<file path="config.mk">
export PLATFORM = sky130hd
export DESIGN_NAME = dotted_quad_ipv4_parser_core
export DESIGN_NICKNAME = d
export VERILOG_FILES = /design/src/sv/dqp_pkg.sv /design/src/sv/dqp_step.sv /design/src/sv/dotted_quad_ipv4_parser_core.sv
export SDC_FILE = /design/constraint.sdc
export NUM_CORES = 1
export LEC_CHECK = 0
export BUFFER_PORTS_ARGS = -buffer_cell sky130_fd_sc_hd__buf_4
export CAP_MARGIN = 20
export CELL_PAD_IN_SITES_DETAIL_PLACEMENT = 2
export CELL_PAD_IN_SITES_GLOBAL_PLACEMENT = 2
export CORE_MARGIN = 2
export CORE_UTILIZATION = 34
export DETAILED_ROUTE_END_ITERATION = 6
export GPL_ROUTABILITY_DRIVEN = 0
export PLACE_DENSITY = 0.78
export SETUP_SLACK_MARGIN = 0.15
export SYNTH_ARGS = -nofsm -noshare
export SYNTH_HDL_FRONTEND = slang
export SYNTH_SLANG_ARGS = --single-unit
</file>
<file path="constraint.sdc">
create_clock -name clk -period 3.84 [get_ports clk]
set_input_delay 0.192 -clock clk [delete_from_list [all_inputs] [get_ports clk]]
set_output_delay 0.192 -clock clk [all_outputs]
set_load 0.01 [all_outputs]
</file>
<file path="src/sv/dqp_pkg.sv">
`default_nettype none

package dqp_pkg;

  // Character codes
  localparam logic [7:0] CH_NUL   = 8'h00;
  localparam logic [7:0] CH_NL    = 8'h0A;
  localparam logic [7:0] CH_SPACE = 8'h20;
  localparam logic [7:0] CH_DOT   = 8'h2E;
  localparam logic [7:0] CH_ZERO  = 8'h30;
  localparam logic [7:0] CH_NINE  = 8'h39;

  localparam logic [1:0] MAX_DIGITS = 2'd3;
  localparam logic [1:0] LAST_FIELD = 2'd3;

  // Parser state carried from one character to the next
  typedef struct packed {
    logic [1:0]  field_index;
    logic [1:0]  digit_count;
    logic [7:0]  field_value;
    logic [23:0] done_fields;
    logic        skipping;
  } parse_state_t;

  // Result of one parse step
  typedef struct packed {
    logic        emit;
    logic        ok;
    logic [31:0] address;
  } parse_result_t;

endpackage

`default_nettype wire

</file>
<file path="src/sv/dqp_step.sv">
`default_nettype none

module dqp_step (
  input  wire logic [7:0]            ch,
  input  wire dqp_pkg::parse_state_t st,
  output dqp_pkg::parse_state_t      st_nxt,
  output dqp_pkg::parse_result_t     res
);
  import dqp_pkg::*;

  logic       line_end;
  logic       is_digit;
  logic       in_early;
  logic [7:0] digit_val;
  logic [7:0] acc_val;

  assign line_end  = (ch == CH_NUL) || (ch == CH_NL);
  assign is_digit  = (ch >= CH_ZERO) && (ch <= CH_NINE);
  assign in_early  = (st.field_index != LAST_FIELD);
  assign digit_val = ch - CH_ZERO;
  // value * 10 + digit, modulo 256
  assign acc_val   = {st.field_value[4:0], 3'b000} + {st.field_value[6:0], 1'b0} + digit_val;

  // Decide next state and result for one character
  always_comb begin
    st_nxt      = st;
    res.emit    = 1'b0;
    res.ok      = 1'b0;
    res.address = '0;
    if (st.skipping) begin
      // drop characters until a line end rearms the parser
      if (line_end) begin
        st_nxt = '0;
      end
    end else if (in_early && (ch == CH_DOT)) begin
      st_nxt.done_fields = {st.done_fields[15:0], st.field_value};
      st_nxt.field_index = st.field_index + 2'd1;
      st_nxt.digit_count = '0;
      st_nxt.field_value = '0;
    end else if (in_early && line_end) begin
      // end of text before the last field
      res.emit        = 1'b1;
      st_nxt          = '0;
      st_nxt.skipping = 1'b0;
    end else if (!in_early && ((ch == CH_SPACE) || line_end)) begin
      res.emit        = 1'b1;
      res.ok          = 1'b1;
      res.address     = {st.done_fields, st.field_value};
      st_nxt          = '0;
      st_nxt.skipping = !line_end;
    end else if ((st.digit_count == MAX_DIGITS) || !is_digit) begin
      res.emit        = 1'b1;
      st_nxt          = '0;
      st_nxt.skipping = !line_end;
    end else begin
      st_nxt.digit_count = st.digit_count + 2'd1;
      st_nxt.field_value = acc_val;
    end
  end

endmodule

`default_nettype wire

</file>
<file path="src/sv/dotted_quad_ipv4_parser_core.sv">
// Channel   | Ports                          | Direction
// ----------+--------------------------------+----------
// input     | in_valid, in_ready, in_ch      | in
// result    | out_valid, out_ready, out_ok,  | out
//           | out_address                    |
//
// One character per cycle unless a result stalls: each character is held in
// the input register, where the parse step updates the state and loads the
// result register, which gets at most one result per transaction.
// Reset (synchronous, rst_n low) clears the parser state and both valid bits.
// A stalled result holds the input register; in_ready stays high while the
// input register is empty or is advancing in the same cycle.
`default_nettype none

module dotted_quad_ipv4_parser_core (
  input  wire logic        clk,
  input  wire logic        rst_n,
  input  wire logic        in_valid,
  output logic             in_ready,
  input  wire logic [7:0]  in_ch,
  output logic             out_valid,
  input  wire logic        out_ready,
  output logic             out_ok,
  output logic [31:0]      out_address
);
  import dqp_pkg::*;

  logic          in_valid_r;
  logic [7:0]    in_ch_r;
  parse_state_t  st_r;
  parse_state_t  st_nxt;
  parse_result_t res;
  logic          out_ok_r;
  logic [31:0]   out_address_r;
  logic          out_valid_r;
  logic          advance;

  dqp_step u_step (
    .ch     (in_ch_r),
    .st     (st_r),
    .st_nxt (st_nxt),
    .res    (res)
  );

  // Step the held character when the result register can take a result
  assign advance  = in_valid_r && (!out_valid_r || out_ready);
  assign in_ready = !in_valid_r || advance;

  // Input register
  always_ff @(posedge clk) begin
    if (!rst_n) begin
      in_valid_r <= 1'b0;
    end else if (in_ready) begin
      in_valid_r <= in_valid;
    end
  end

  always_ff @(posedge clk) begin
    if (in_ready && in_valid) begin
      in_ch_r <= in_ch;
    end
  end

  // Parser state
  always_ff @(posedge clk) begin
    if (!rst_n) begin
      st_r <= '0;
    end else if (advance) begin
      st_r <= st_nxt;
    end
  end

  // Result register
  always_ff @(posedge clk) begin
    if (!rst_n) begin
      out_valid_r <= 1'b0;
    end else if (advance) begin
      out_valid_r <= res.emit;
    end else if (out_ready) begin
      out_valid_r <= 1'b0;
    end
  end

  always_ff @(posedge clk) begin
    if (advance && res.emit) begin
      out_ok_r      <= res.ok;
      out_address_r <= res.address;
    end
  end

  assign out_valid   = out_valid_r;
  assign out_ok      = out_ok_r;
  assign out_address = out_address_r;

endmodule

`default_nettype wire
</file>
==> results.md <==
- Sink Count: 80
- RR Startpoint: in_ch_r[3]
- Fin crit period: 2.89 ns
- Maximum clock frequency: 346 MHz
- First-pass GRT wire length: 14,200 um
- Status: finished, final reports clean
- Post-CTS Repair Setup Buffers: 0
- Post-DP Area: 4110 sq um
- Antenna diodes: 0
- Mapped cell area: 3620 sq um
- Slew headroom: 62.1%
- Root buffer cell: clkbuf_8
- Clk buf depth: 2
- Pre-CTS WS: 0.960 ns
- DRC viols: 0
- Worst R2R End: st_r[32]
- Worst reg-to-reg setup slack: 0.95 ns
- Power Density: 406 nW/um^2
- Initial antenna violation count: 0
- CTS tree: done
- Vias per inst: 4.87
- # port buffers: 46
- Register area share after synthesis: 55.5%
- DIE HEIGHT: 107 um
- Required time of the worst setup path: 4.13 ns
- Final non-filler cell total: 506
- DP Cell Count: 485
- Post-Synthesis Net Count: 342
- Crit path launch: in_ch_r[3]
- Worst Hold Depth: 1
- Top-area cell type share of the netlist area: 34.0%
- Routed WL per cell: 16.8 um
- Most frequent cell after synthesis: edfxtp_1
- RSZ-0062 raised after global routing: no
- I/O Pins: 47
- Slew Viols, Final: 0
- Largest net degree at the start of global routing: 40
- Setup CP Type: flop to flop
- Main area contributors after synthesis: edfxtp_1, dfxtp_1, and2_1, a21boi_1, ha_1
- Met3 global-route usage: 2.61%
- Inserted Clock Buffers: 9
- Final period util: 75.2%
- Vias in the first global route: 2,798
- Die width: 107 um
- Design area: 4390 sq um
- Worst vdd ir: 0.203 mV
- Synth cell count leaders: edfxtp_1, dfxtp_1, and2_1
- FF+latch count, synth: 80
- Initial Util: 35.1%
- Mapped Cells: 312
- Final setup viols: 0
- Final Hold Viols: 0
- Row count: 37
- WL final: 8510 um
- Post-Syn Area per Cell: 11.6 sq um
- Slew @ Worst Pin: 0.554 ns
- Hold slack: 0.0162 ns
- Worst skew pair latency: 0.35 ns
- Final core utilization: 42.5%
- Primary FF master, synth: edfxtp_1
- Number of library cell types mapped by synthesis: 39
- Tot Pwr: 1.78 mW
- Vias: 2,463
- Hold path start: in_ch[5]
- Met2 Use GR: 29.2%
- H-tree depth: 3
- Placed wire-length estimate: 5900 um
- Ys Warns: 0
- Met1 Use GR: 19.0%
- Async S/R FF share, synth: 0%
- Die area: 11,500 sq um
- GR Util All Layers: 16.0%
- Reg2Reg Depth: 11
- Max_cap viols: 0
- WHS Endpoint: in_ch_r[5]
- Share of post-route cells with drive strength above 1: 26.2%
- Startpoint types: flop
- Critical path arrival: 3.17 ns
- Final nets: 395
- Antenna Violating Nets Remaining: 0
- Setup crit end kind: flop
- Synth area leader: edfxtp_1
- Iter 0 DRT Violations: 57
- Critical path peak fanout: 6
- Area growth from synthesis to layout: 21.2%
- Clock-pin slew on the worst setup and hold paths: 0.09 ns
- Setup TNS: 0 ns
- Leakage: 1.71 nW
- Gr ovfl total: 0
- Most Crowded Layer GR: met2
- Post-synth EDFFs: 41
- DRT Pass-1 Iters: 4
- Setup WS post-layout: 0.951 ns
- Skew final: 0.0133 ns
- HP Class: input port to flop
- Core area: 10,300 sq um
==> worst max-delay path by stage <==
| stage | end | slack [ns] |
|---|---|---|
| finish | st_r[32] | 0.95 |
| global route | st_r[32] | 0.78 |
| CTS | st_r[32] | 0.91 |
| detailed placement | st_r[32] | 0.96 |
| global placement | st_r[32] | 1.09 |
| floorplan | out_address[0] | 0.21 |
==> state kept, by name (all words and copies together), names as in the netlist <==
| signal | flops |
|---|---|
| out_ok | 1 |
| out_address | 32 |
| st_r | 37 |
| in_valid_r | 1 |
| in_ch_r | 8 |
| out_valid | 1 |
==> repair_timing <==
item,4_1_cts,5_1_grt
endpoints found under the hold margin,5,0
resized for setup,0,0
hold buffers,5,0
==> cell type report <==
cell class,count,area (sq um)
multi-input cells,199,1460
repair buffers,59,455
flip-flops and latches,80,2010
clock buffers,9,124
fillers,1068,5930
inverters,16,60.1
well taps,136,170
clock inverters,7,106
==> cell usage in the layout, fill, tap and decap left out, types with 2 or more instances in the layout <==
cell type,synthesis,layout
buf_4,0,54
edfxtp_1,41,41
dfxtp_1,39,39
and2_1,33,33
nand3_1,30,30
a21boi_1,25,25
nand2_2,20,20
inv_1,16,16
ha_1,13,13
nor2_1,10,10
clkbuf_8,0,9
nand2_1,7,7
o21ai_0,6,6
and3_1,6,6
o21a_1,6,6
a21boi_0,6,6
fa_1,5,5
dlygate4sd3_1,0,5
nand3b_1,3,3
xor2_1,3,3
a21oi_1,3,3
xnor2_1,3,3
inv_6,0,3
nor2b_1,2,2
a21o_1,2,2
bufinv_16,0,2
==> layer usage <==
layer | vias up | routed length (um) | part of all wire, %
li1 | 1181 | - | -
met1 | 1234 | 3700 | 44
met2 | 41 | 4470 | 53
met3 | 7 | 232 | 2.7
met4 | 0 | 106 | 1.2
met5 | - | 0 | 0
==> cells by family after synthesis <==
| logic type | Yosys count | share of synthesized area, % |
|---|---|---|
| xor+xnor | 7 | 2.07 |
| buf+inv | 33 | 4.49 |
| flops | 80 | 55.5 |
| compound gates | 51 | 10.4 |
| fa+ha+maj | 18 | 7.25 |
| simple gates | 123 | 20.2 |
==> critical path, stage by stage, from the launching register on <==
cell,delay (ns)
edfxtp_1,0.45
inv_1,0.09
fa_1,0.53
inv_1,0.05
ha_1,0.30
ha_1,0.23
fa_1,0.41
a21o_1,0.20
a21oi_1,0.19
xnor2_1,0.14
nand3_1,0.10
a21boi_1,0.14
==> report_power, final <==
part | leakage (nW) | internal [mW] | switching, mW
Clock | 0.117 | 0.379 | 0.340
Sequential | 0.699 | 0.919 | 0.0140
Combinational | 0.895 | 0.0573 | 0.0743
Power figures use the tool's default switching activity.
